<file path="config.mk">
export PLATFORM = sky130hd
export DESIGN_NAME = cascaded_interrupt_controller_pair
export DESIGN_NICKNAME = d
export VERILOG_FILES = /design/src/cicp_pkg.sv /design/src/cascaded_interrupt_controller_pair.sv
export SDC_FILE = /design/constraint.sdc
export NUM_CORES = 1
export LEC_CHECK = 0
export BUFFER_PORTS_ARGS = -buffer_cell sky130_fd_sc_hd__buf_2
export CORE_ASPECT_RATIO = 2
export CORE_MARGIN = 2
export CORE_UTILIZATION = 40
export CTS_BUF_LIST = sky130_fd_sc_hd__clkbuf_4 sky130_fd_sc_hd__clkbuf_8
export DETAILED_ROUTE_END_ITERATION = 6
export PLACE_DENSITY = 0.57
export SETUP_SLACK_MARGIN = 0.3
export SLEW_MARGIN = 20
export SYNTH_ARGS = -nofsm -noshare
export SYNTH_HDL_FRONTEND = slang
export SYNTH_SLANG_ARGS = --single-unit
</file>
<file path="constraint.sdc">
create_clock -name clk -period 13.2 [get_ports clk]
set_input_delay 1.98 -clock clk [delete_from_list [all_inputs] [get_ports clk]]
set_output_delay 1.98 -clock clk [all_outputs]
set_load 0.02 [all_outputs]
</file>
<file path="src/cicp_pkg.sv">
`timescale 1ns / 1ps

package cicp_pkg;

    localparam int NUM_CHIPS = 2;
    localparam int LINE_W    = 8;
    localparam int LINE_IDX_W = 4;   // 0..7 a line, 8 for none

    localparam logic [LINE_IDX_W-1:0] NO_LINE = 4'd8;

    // function codes of an input item
    localparam logic [1:0] FUNC_WRITE  = 2'd0;
    localparam logic [1:0] FUNC_READ   = 2'd1;
    localparam logic [1:0] FUNC_SAMPLE = 2'd2;
    localparam logic [1:0] FUNC_ACK    = 2'd3;

    // init sequence steps
    localparam logic [1:0] STEP_IDLE = 2'd0;
    localparam logic [1:0] STEP_ICW2 = 2'd1;
    localparam logic [1:0] STEP_ICW3 = 2'd2;
    localparam logic [1:0] STEP_ICW4 = 2'd3;

    // command port decode
    localparam int ICW1_BIT  = 4;
    localparam int OCW3_BIT  = 3;
    localparam int OCW3_RR   = 1;
    localparam int OCW3_RIS  = 0;
    localparam int ICW1_LTIM = 3;
    localparam int ICW1_IC4  = 0;

    localparam logic [2:0] OCW2_NS_EOI   = 3'b001;
    localparam logic [2:0] OCW2_SPEC_EOI = 3'b011;

    localparam int          CASCADE_LINE = 2;
    localparam logic [7:0]  FLOAT_BUS    = 8'hFF;
    localparam logic [2:0]  SPURIOUS_LINE = 3'd7;

    typedef struct packed {
        logic [1:0]  func;
        logic        chip_sel;
        logic        port_a0;
        logic [7:0]  wdata;
        logic [15:0] irq_lines;
    } item_t;

    typedef struct packed {
        logic [7:0] rdata;
        logic       int_out;
        logic [7:0] vector;
        logic       vector_valid;
    } result_t;

    typedef struct packed {
        logic [7:0] irr;
        logic [7:0] isr;
        logic [7:0] imr;
        logic [4:0] base;
        logic [1:0] init_step;
        logic       read_isr;
        logic       needs_icw4;
        logic       level_trig;
        logic [7:0] cascade;
        logic [7:0] prev_lines;
    } chip_state_t;

    function automatic logic [LINE_IDX_W-1:0] low_index(input logic [LINE_W-1:0] v);
        logic [LINE_IDX_W-1:0] idx;
        idx = NO_LINE;
        for (int i = LINE_W - 1; i >= 0; i--) begin
            if (v[i]) begin
                idx = LINE_IDX_W'(i);
            end
        end
        return idx;
    endfunction

    // winning line of a chip, NO_LINE when nothing beats the in-service level
    function automatic logic [LINE_IDX_W-1:0] winner(input chip_state_t s);
        logic [LINE_IDX_W-1:0] p;
        logic [LINE_IDX_W-1:0] q;
        p = low_index(s.irr & ~s.imr);
        q = low_index(s.isr);
        return (p < q) ? p : NO_LINE;
    endfunction

    function automatic chip_state_t latch_lines(input chip_state_t s,
                                                input logic [LINE_W-1:0] lines);
        chip_state_t r;
        r = s;
        if (s.level_trig) begin
            r.irr = lines;
        end
        else begin
            r.irr = (s.irr | (lines & ~s.prev_lines)) & lines;
        end
        r.prev_lines = lines;
        return r;
    endfunction

endpackage

</file>
<file path="src/cascaded_interrupt_controller_pair.sv">
`timescale 1ns / 1ps

// master/slave pair of 8259a-style interrupt controllers
//
// command channel: an item (bus write, bus read, request line sample or
// interrupt acknowledge) is taken at a rising edge with start high and busy
// low. busy is always low: one item per clock cycle is taken
// indefinitely.
// result channel: every item gives one result, shown on result for one
// cycle while done is high; the receiver has no way to stall it.
// the item is captured in an input register at the transfer edge, then one
// pass of priority encoding, init/ocw decode and request latching updates
// both chips' state and the result register on the following edge.
// throughput: one item per cycle, set by that single pass; each item sees
// the state left by the one before it.
// reset: both chips clear to zero (not initializing, edge triggered, irr
// read selected, base 0, no cascade). no result is pending after reset.
// the slave's interrupt output feeds master line 2; bit 2 of the sampled
// lines is ignored.
module cascaded_interrupt_controller_pair (
    input  logic            clk,
    input  logic            rst_n,
    input  logic            start,
    output logic            busy,
    input  cicp_pkg::item_t item,
    output logic            done,
    output cicp_pkg::result_t result
);

    // input stage
    logic             stage_valid_reg;
    cicp_pkg::item_t  stage_reg;

    // per-chip state, index 0 master, 1 slave
    cicp_pkg::chip_state_t chip_reg  [cicp_pkg::NUM_CHIPS];
    cicp_pkg::chip_state_t chip_next [cicp_pkg::NUM_CHIPS];

    // result stage
    logic              done_reg;
    cicp_pkg::result_t result_reg;
    cicp_pkg::result_t result_next;

    assign busy   = 1'b0;
    assign done   = done_reg;
    assign result = result_reg;

    // one pass: bus op on the current state, then slave latch, then master latch
    always_comb
    begin
        cicp_pkg::chip_state_t      op  [cicp_pkg::NUM_CHIPS];
        cicp_pkg::chip_state_t      cur;
        logic [cicp_pkg::LINE_IDX_W-1:0] p_m;
        logic [cicp_pkg::LINE_IDX_W-1:0] p_s;
        logic [7:0]                 m_lines;
        logic [7:0]                 s_lines;
        logic                       s_int;
        logic [7:0]                 d;

        op[0] = chip_reg[0];
        op[1] = chip_reg[1];
        cur   = chip_reg[stage_reg.chip_sel];
        d     = stage_reg.wdata;
        p_m   = cicp_pkg::winner(chip_reg[0]);
        p_s   = cicp_pkg::winner(chip_reg[1]);

        result_next              = '0;

        case (stage_reg.func)
            cicp_pkg::FUNC_WRITE:
            begin
                if (!stage_reg.port_a0) begin
                    if (d[cicp_pkg::ICW1_BIT]) begin
                        // icw1 restarts the init sequence
                        cur.needs_icw4 = d[cicp_pkg::ICW1_IC4];
                        cur.level_trig = d[cicp_pkg::ICW1_LTIM];
                        cur.irr        = '0;
                        cur.isr        = '0;
                        cur.imr        = '0;
                        cur.read_isr   = 1'b0;
                        cur.init_step  = cicp_pkg::STEP_ICW2;
                    end
                    else if (d[cicp_pkg::OCW3_BIT]) begin
                        if (d[cicp_pkg::OCW3_RR]) begin
                            cur.read_isr = d[cicp_pkg::OCW3_RIS];
                        end
                    end
                    else if (d[7:5] == cicp_pkg::OCW2_NS_EOI) begin
                        // drop the highest-priority in-service bit
                        cur.isr = cur.isr & (cur.isr - 8'd1);
                    end
                    else if (d[7:5] == cicp_pkg::OCW2_SPEC_EOI) begin
                        cur.isr[d[2:0]] = 1'b0;
                    end
                end
                else begin
                    case (cur.init_step)
                        cicp_pkg::STEP_ICW2:
                        begin
                            cur.base      = d[7:3];
                            cur.init_step = cicp_pkg::STEP_ICW3;
                        end
                        cicp_pkg::STEP_ICW3:
                        begin
                            cur.cascade   = d;
                            cur.init_step = cur.needs_icw4 ? cicp_pkg::STEP_ICW4
                                                           : cicp_pkg::STEP_IDLE;
                        end
                        cicp_pkg::STEP_ICW4:
                        begin
                            cur.init_step = cicp_pkg::STEP_IDLE;
                        end
                        default:
                        begin
                            cur.imr = d;
                        end
                    endcase
                end
                op[stage_reg.chip_sel] = cur;
            end
            cicp_pkg::FUNC_READ:
            begin
                if (stage_reg.port_a0) begin
                    result_next.rdata = cur.imr;
                end
                else begin
                    result_next.rdata = cur.read_isr ? cur.isr : cur.irr;
                end
            end
            cicp_pkg::FUNC_ACK:
            begin
                result_next.vector_valid = 1'b1;
                if (p_m != cicp_pkg::NO_LINE && chip_reg[0].cascade[p_m[2:0]]) begin
                    op[0].isr[p_m[2:0]] = 1'b1;
                    op[0].irr[p_m[2:0]] = 1'b0;
                    if ({1'b0, chip_reg[1].cascade[2:0]} == p_m) begin
                        if (p_s == cicp_pkg::NO_LINE) begin
                            result_next.vector = {chip_reg[1].base,
                                                  cicp_pkg::SPURIOUS_LINE};
                        end
                        else begin
                            op[1].isr[p_s[2:0]] = 1'b1;
                            op[1].irr[p_s[2:0]] = 1'b0;
                            result_next.vector  = {chip_reg[1].base, p_s[2:0]};
                        end
                    end
                    else begin
                        // no slave answers on the cascade bus
                        result_next.vector = cicp_pkg::FLOAT_BUS;
                    end
                end
                else if (p_m == cicp_pkg::NO_LINE) begin
                    result_next.vector = {chip_reg[0].base, cicp_pkg::SPURIOUS_LINE};
                end
                else begin
                    op[0].isr[p_m[2:0]] = 1'b1;
                    op[0].irr[p_m[2:0]] = 1'b0;
                    result_next.vector  = {chip_reg[0].base, p_m[2:0]};
                end
            end
            default:
            begin
                // line sample: only the latching below acts
            end
        endcase

        // a sample item brings new levels, every other item re-evaluates old ones
        if (stage_reg.func == cicp_pkg::FUNC_SAMPLE) begin
            s_lines = stage_reg.irq_lines[15:8];
            m_lines = stage_reg.irq_lines[7:0];
        end
        else begin
            s_lines = chip_reg[1].prev_lines;
            m_lines = chip_reg[0].prev_lines;
        end

        chip_next[1] = cicp_pkg::latch_lines(op[1], s_lines);
        s_int        = (cicp_pkg::winner(chip_next[1]) != cicp_pkg::NO_LINE);
        m_lines[cicp_pkg::CASCADE_LINE] = s_int;
        chip_next[0] = cicp_pkg::latch_lines(op[0], m_lines);

        result_next.int_out = (cicp_pkg::winner(chip_next[0]) != cicp_pkg::NO_LINE);
    end

    // control and chip state
    always_ff @(posedge clk or negedge rst_n)
    begin
        if (!rst_n) begin
            stage_valid_reg <= 1'b0;
            done_reg        <= 1'b0;
            chip_reg[0]     <= '0;
            chip_reg[1]     <= '0;
        end
        else begin
            stage_valid_reg <= start && !busy;
            done_reg        <= stage_valid_reg;
            if (stage_valid_reg) begin
                chip_reg[0] <= chip_next[0];
                chip_reg[1] <= chip_next[1];
            end
        end
    end

    // payload registers
    always_ff @(posedge clk)
    begin
        if (start && !busy) begin
            stage_reg <= item;
        end
        if (stage_valid_reg) begin
            result_reg <= result_next;
        end
    end

    // int_out reports the master state the item left behind
    a_int_out_state: assert property (@(posedge clk) disable iff (!rst_n)
        done |-> result.int_out ==
            (cicp_pkg::winner(chip_reg[0]) != cicp_pkg::NO_LINE))
        else $error("int_out disagrees with master state");

    // an acknowledge never returns read data
    a_ack_no_rdata: assert property (@(posedge clk) disable iff (!rst_n)
        done && result.vector_valid |-> result.rdata == 8'd0)
        else $error("read data on acknowledge result");

    // a vector only comes with an acknowledge
    a_vector_only_ack: assert property (@(posedge clk) disable iff (!rst_n)
        done && !result.vector_valid |-> result.vector == 8'd0)
        else $error("vector without acknowledge");

    // every captured transfer raises done once it has passed the input register and then the result register
    a_result_follows: assert property (@(posedge clk) disable iff (!rst_n)
        start && !busy |=> ##1 done)
        else $error("result strobe missing");

endmodule
</file>
==> reports/results.ini, run 1 <==
[synthesis]
synth_common_cells=115 x nand2_1, 97 x dfrtp_1, 93 x o21ai_0
avgSynthCellArea_sq_um=9.24
syn_nets=1014
synth.most_common_cell=nand2_1
synth-seq-cells=142
yosys.cell_types.count=96
yosysTopAreaCellShare_pct=27.1
synth_area_leader_cell=dfrtp_1
synthFlopType=dfrtp_1
syn_inst=968
synth_edf_count=45
synth_area_leaders=dfrtp_1 27%, edfxtp_1 15%, mux2_2 6.2%, o21ai_0 5.2%, nand2_1 4.8%
yosys_warnings=0
ys_async_sr_fraction_pct=68.3
ys_seq_area_share_pct=42.2
synth_area_sq_mm=0.00895

[layout]
drive_above_1_share_pct=18.1
area_delta_synth_final_pct=10.0
nets=1052
fillerInstances=2190
n_antenna_cell=0

[cts]
cts_buffers=17
clock-sinks=142
cts_post_setup_buffers_inserted=0
cts_tree=done
cts_root_buf=clkbuf_8
cts-resized-gates=0
cts.clk_slew.worst_paths_ns=0.08
htree_num_levels=4
clk_path_buf_depth=2
clk-insertion-delay-late_ns=0.52
ctsHoldBuffers=0

[sta]
whs_ns=0.494
worstMarginPinSlew_ns=1.05
slew_headroom_pct=27.7
layout_setup_ws_ns=5.26
fmax_ghz=0.126
setup_viol=0
hold_violations=0
finalSetupTns_ns=0
finClkSkew_ns=0.0114
post-route-period-util_pct=60.2
grt_setup_unrepaired=false
slew_viol_final=0
min_period_ns=7.94

[place]
port_buffers=48
gp_congestion=1.03
dp_slack_ns=5.47
hpwl_mm=26.0

[flow_run]
maxCapViolCount=0

[global_route]
grt.overflow.total=0
grt_pass1_vias=7888
grt_max_degree=59
grt_pass1_wl_mm=49.6
grtUsageTotal_pct=29.5
antenna_found_initial=0

[critical_path]
crit_slowest_cell=nor3_1
criticalPathCategory=register to register
arrival_ns=8.26
worst-path-max-fanout=7
max_stage_delay_ns=0.62
worst_path_most_repeated_cell=ha_1
critPathLaunchType=register
end_kind=register
cp.required_ns=13.52

[run_status]
status=finished clean

[power_and_ir_drop]
powerDensity_mw_per_mm2=209
power_leakage_nw=3.99
total_power_w=0.00206
vdd_drop_max_mv=0.0846

[worst_hold_path]
hp-class=register to register

[detailed_routing]
drc=0
viasPerCell=6.19
drtAntennaViolNets=0
routedWlPerCell_um=25.7
vias=8014
drt-pass1-iter-count=6
drtIter0Drc=556
wirelength_mm=33.3

[die]
initial_core_util_pct=40.6
die_area_sq_mm=0.0237
die_h_um=216
num_io_pins=51
chipWidth_um=110
rows=77
coreArea_sq_mm=0.0221

[cell families after synthesis]
kind of cell | count (synthesis) | share of synthesized area, %
simple gates | 339 | 19.1
compound gates | 314 | 23.4
flops | 142 | 42.2
mux | 81 | 9.75
buf+inv | 76 | 3.44
fa+ha+maj | 15 | 2.10
other cells | 1 | 0.0419
[worst max-delay path, delay by kind of cell, from the launching register on]
kind,cells,cell delay [ns]
adder cells (fa/ha/maj),3,0.96
AO/OA/AOI/OAI,9,2.64
AND/OR/NAND/NOR,14,3.68
flip-flops,1,0.46
[metrics by stage]
step                      cells  cell area [sq um]  utilization [%]
after floorplan             968               8950                -
after global placement     1263               9440             42.8
after detailed placement   1263               9440             42.8
after CTS                  1295               9850             44.6
after global routing       1295               9850             44.6
final                      1295               9850             44.6
[cell type report]
class,count,area [sq um],area share [%]
clock buffers,18,248,2.52
clock inverters,14,155,1.58
inverters,37,139,1.41
multi-input cells,750,4860,49.4
flip-flops and latches,142,3780,38.4
well taps,276,345,3.51
repair buffers,58,318,3.23
[worst paths after layout]
path	from	to	slack, ns	cells past startpoint
max	chip_reg[98]	result[9]	5.26	26
min	register	register	0.49	2
max reg2reg	chip_reg[98]	result[9]	5.26	26
min reg2reg	register	register	0.49	2
max in group asynchronous	rst_n	asynchronous set/reset pin	10.58	2
min in group asynchronous	rst_n	chip_reg[51]	1.44	1
[where the power goes]
group          leakage [nW]  internal (W)  switching (W)
combinational          2.10      0.000350       0.000677
clock                 0.202      0.000175       0.000191
sequential             1.69      0.000549       0.000114
[cell usage in the layout, fill, tap and decap left out, drive strengths merged, types with 4 or more instances in the layout]
master and count:
o21a 7, a311oi 4, inv 40, a211o 6, and2 6, ha 15, clkinv 8, nor2 69
nand2 117, a211oi 21, a21oi 68, a21o 7, nand2b 17, dfrtp 97, o31ai 8, mux2 49
nand4 14, buf 58, or2 7, nor3b 5, o22ai 7, and3 6, mux2i 32, edfxtp 45
a31o 4, o21ai 95, nor2b 26, clkbuf 18, a31oi 29, nor4 11, nand3 22, o211ai 14
a22oi 8, nor3 24
[metal layers]
metal  global-route usage (%)  share of wire, %  vias up  wire [um]
met1                     30.1                35     3885      11500
met4                     25.1               9.8        0       3260
met5                        0                 0        -          0
met3                     5.32               4.1      130       1360
li1                         -                 -     3685          -
met2                     50.4                51      314      17100
Power figures use the tool's default switching activity.
==> inputs of run 2 (changes only) <==
--- a/config.mk
+++ b/config.mk
@@ -5,6 +5,7 @@
 export SDC_FILE = /design/constraint.sdc
 export NUM_CORES = 1
 export LEC_CHECK = 0
+export ABC_AREA = 1
 export BUFFER_PORTS_ARGS = -buffer_cell sky130_fd_sc_hd__buf_2
 export CORE_ASPECT_RATIO = 2
 export CORE_MARGIN = 2
==> constraint.sdc (replaced) <==
create_clock -name clk -period 8.35 [get_ports clk]
set_input_delay 1.2525 -clock clk [delete_from_list [all_inputs] [get_ports clk]]
set_output_delay 1.2525 -clock clk [all_outputs]
set_load 0.02 [all_outputs]
==> reports/results.ini, run 2 <==
[run_status]
status=finished clean  ; unchanged

[cts]
clk_path_buf_depth=2  ; unchanged
cts_buffers=17  ; unchanged
cts.clk_slew.worst_paths_ns=0.09  ; was 0.08 ns
cts_post_setup_buffers_inserted=0  ; unchanged
cts-resized-gates=0  ; unchanged
cts_root_buf=clkbuf_8  ; unchanged
htree_num_levels=4  ; unchanged
clk-insertion-delay-late_ns=0.52  ; about the same
ctsHoldBuffers=0  ; unchanged
cts_tree=done  ; unchanged
clock-sinks=147  ; was 142

[global_route]
grt_pass1_vias=8694  ; was 7888
antenna_found_initial=0  ; unchanged
met3_usage_pct=4.23  ; was 5.32%
use_met1_pct=26.5  ; was 30.1%
grt.overflow.total=0  ; unchanged
grt_max_degree=66  ; was 59
grt_pass1_wl_mm=48.5  ; was 49.6 mm
grt_use_met2_pct=48.2  ; was 50.4%
grt-busiest-layer=met2  ; unchanged
grtUsageTotal_pct=26.4  ; was 29.5%

[layout]
area_delta_synth_final_pct=8.45  ; was 10.0%
final_util_pct=44.2  ; was 44.6%
nets=1331  ; was 1052
drive_above_1_share_pct=10.9  ; was 18.1%
fillerInstances=2416  ; was 2190
final_common_cell=nand2_1  ; unchanged
fin_cells=1578  ; was 1295
stdcell_area_sq_mm=0.0100  ; was 0.00985 sq mm
mostFrequentLayoutCells=376 x nand2_1, 192 x o21ai_0, 130 x inv_1  ; was 115 x nand2_1, 96 x dfrtp_1, 93 x o21ai_0
n_antenna_cell=0  ; unchanged

[place]
dp_cells=1546  ; was 1263
dpl-instance-area_sq_mm=0.00965  ; was 0.00944 sq mm
gp_congestion=0.964  ; was 1.03
hpwl_mm=23.5  ; was 26.0 mm
port_buffers=48  ; unchanged

[power_and_ir_drop]
total_power_w=0.00296  ; was 0.00206 W
power_leakage_nw=4.52  ; was 3.99 nW
vdd_drop_max_mv=0.141  ; was 0.0846 mV
powerDensity_mw_per_mm2=295  ; was 209 mW/mm^2

[sta]
worstMarginPinSlew_ns=1.02  ; was 1.05 ns
hold_violations=0  ; unchanged
min_period_ns=6.15  ; was 7.94 ns
slew_viol_final=0  ; unchanged
fmax_ghz=0.162  ; was 0.126 GHz
finalSetupTns_ns=0  ; unchanged
setup_viol=0  ; unchanged
grt_setup_unrepaired=false  ; unchanged
finClkSkew_ns=0.0200  ; was 0.0114 ns
slew_headroom_pct=31.8  ; was 27.7%
post-route-period-util_pct=73.7  ; was 60.2%

[synthesis]
synth-seq-cells=147  ; was 142
yosys_warnings=0  ; unchanged
yosysTopAreaCellShare_pct=27.6  ; was 27.1%
ys_async_sr_fraction_pct=69.4  ; was 68.3%
ys_seq_area_share_pct=42.3  ; was 42.2%
synth_area_leader_cell=dfrtp_1  ; unchanged
syn_inst=1263  ; was 968
synth_area_leaders=dfrtp_1 28%, nand2_1 15%, edfxtp_1 15%, o21ai_0 10%, inv_1 5.3%  ; was dfrtp_1 27%, edfxtp_1 15%, mux2_2 6.2%, o21ai_0 5.2%, nand2_1 4.8%
synth_common_cells=376 x nand2_1, 192 x o21ai_0, 130 x inv_1  ; was 115 x nand2_1, 97 x dfrtp_1, 93 x o21ai_0
avgSynthCellArea_sq_um=7.31  ; was 9.24 sq um
syn_nets=1309  ; was 1014
synth.most_common_cell=nand2_1  ; unchanged
synth_area_sq_mm=0.00924  ; was 0.00895 sq mm
synthFlopType=dfrtp_1  ; unchanged
synth_edf_count=45  ; unchanged
yosys.cell_types.count=58  ; was 96

[critical_path]
criticalPathCategory=register to register  ; unchanged
crit_buf_inv=3  ; was 0
cp.required_ns=8.72  ; was 13.52 ns
worst_path_most_repeated_cell=nand2_1  ; was ha_1
crit_slowest_cell=dfrtp_1  ; was nor3_1
worst-path-max-fanout=12  ; was 7
critPathLaunchType=register  ; unchanged
arrival_ns=6.53  ; was 8.26 ns
critPathTopFamily=simple AND/OR/NAND/NOR gates  ; unchanged
end_kind=register  ; unchanged
max_stage_delay_ns=0.50  ; was 0.62 ns

[detailed_routing]
drtIter0Drc=589  ; was 556
drt-pass1-iter-count=5  ; was 6
wirelength_mm=31.1  ; was 33.3 mm
routedWlPerCell_um=19.7  ; was 25.7 um
viasPerCell=5.54  ; was 6.19
drtAntennaViolNets=0  ; unchanged
vias=8744  ; was 8014
drc=0  ; unchanged

[die]
num_io_pins=51  ; unchanged
coreArea_sq_mm=0.0226  ; was 0.0221 sq mm
die_area_sq_mm=0.0244  ; was 0.0237 sq mm
rows=78  ; was 77
initial_core_util_pct=40.8  ; was 40.6%
chipWidth_um=111  ; was 110 um
die_h_um=219  ; was 216 um

[flow_run]
maxCapViolCount=0  ; unchanged

[worst_hold_path]
hp-class=register to register  ; unchanged

-- run 2: worst paths after layout --
kind | from | end | slack [ns] | depth (start not counted)
min reg2reg | chip_reg[52] | chip_reg[52] | 0.49 | 2
max reg2reg | chip_reg[97] | result[9] | 2.20 | 31
min | chip_reg[52] | chip_reg[52] | 0.49 | 2
max in group asynchronous | rst_n | asynchronous set/reset pin | 6.36 | 2
max | chip_reg[97] | result[9] | 2.20 | 31
min in group asynchronous | rst_n | chip_reg[31] | 0.84 | 1
-- run 2: layout make-up --
type | count | area [sq um] | share of cell area [%]
Multi-Input combinational cell | 910 | 4500 | 44.9
Sequential cell | 147 | 3910 | 39.0
Inverter | 149 | 562 | 5.61
Tap cell | 280 | 350 | 3.50
Timing Repair Buffer | 60 | 333 | 3.32
Clock buffer | 19 | 255 | 2.55
Clock inverter | 13 | 110 | 1.10
-- run 2: per-stage QoR --
stage / worst slack, ns / hold WS (ns)
after floorplan: 3.81 / 0.449
after global placement: 2.35 / 0.465
after detailed placement: 2.31 / 0.467
after CTS: 2.24 / 0.489
after global routing: 1.72 / 0.511
final: 2.20 / 0.485
-- run 2: cell families (layout without fill, tap and decap cells) --
kind of cell | after synthesis | in the layout | share of synthesized area [%]
muxes | 4 | 4 | 0.434
other | 1 | 1 | 0.0406
adders and majority gates | 15 | 15 | 2.03
DFF | 147 | 147 | 42.3
buffers and inverters | 206 | 241 | 9.04
AOI/OAI and AO/OA | 334 | 334 | 20.7
and+or+nand+nor | 556 | 556 | 25.5
-- run 2: where the power goes --
group	switching, W	internal (W)	leakage [nW]
registers	0.000139	0.000910	1.76
logic	0.000959	0.000405	2.58
clock network	0.000303	0.000244	0.177
-- run 2: worst min-delay path, cell delays in order, from the launching register on --
cell and delay [ns]:
dfrtp_1 0.35, nand2_1 0.05, nand2_1 0.05
-- run 2: layer usage --
metal / routed length, um / up-vias
met4: 2590 / 0
met5: 0 / -
li1: - / 4278
met2: 16200 / 255
met3: 1190 / 108
met1: 11100 / 4103
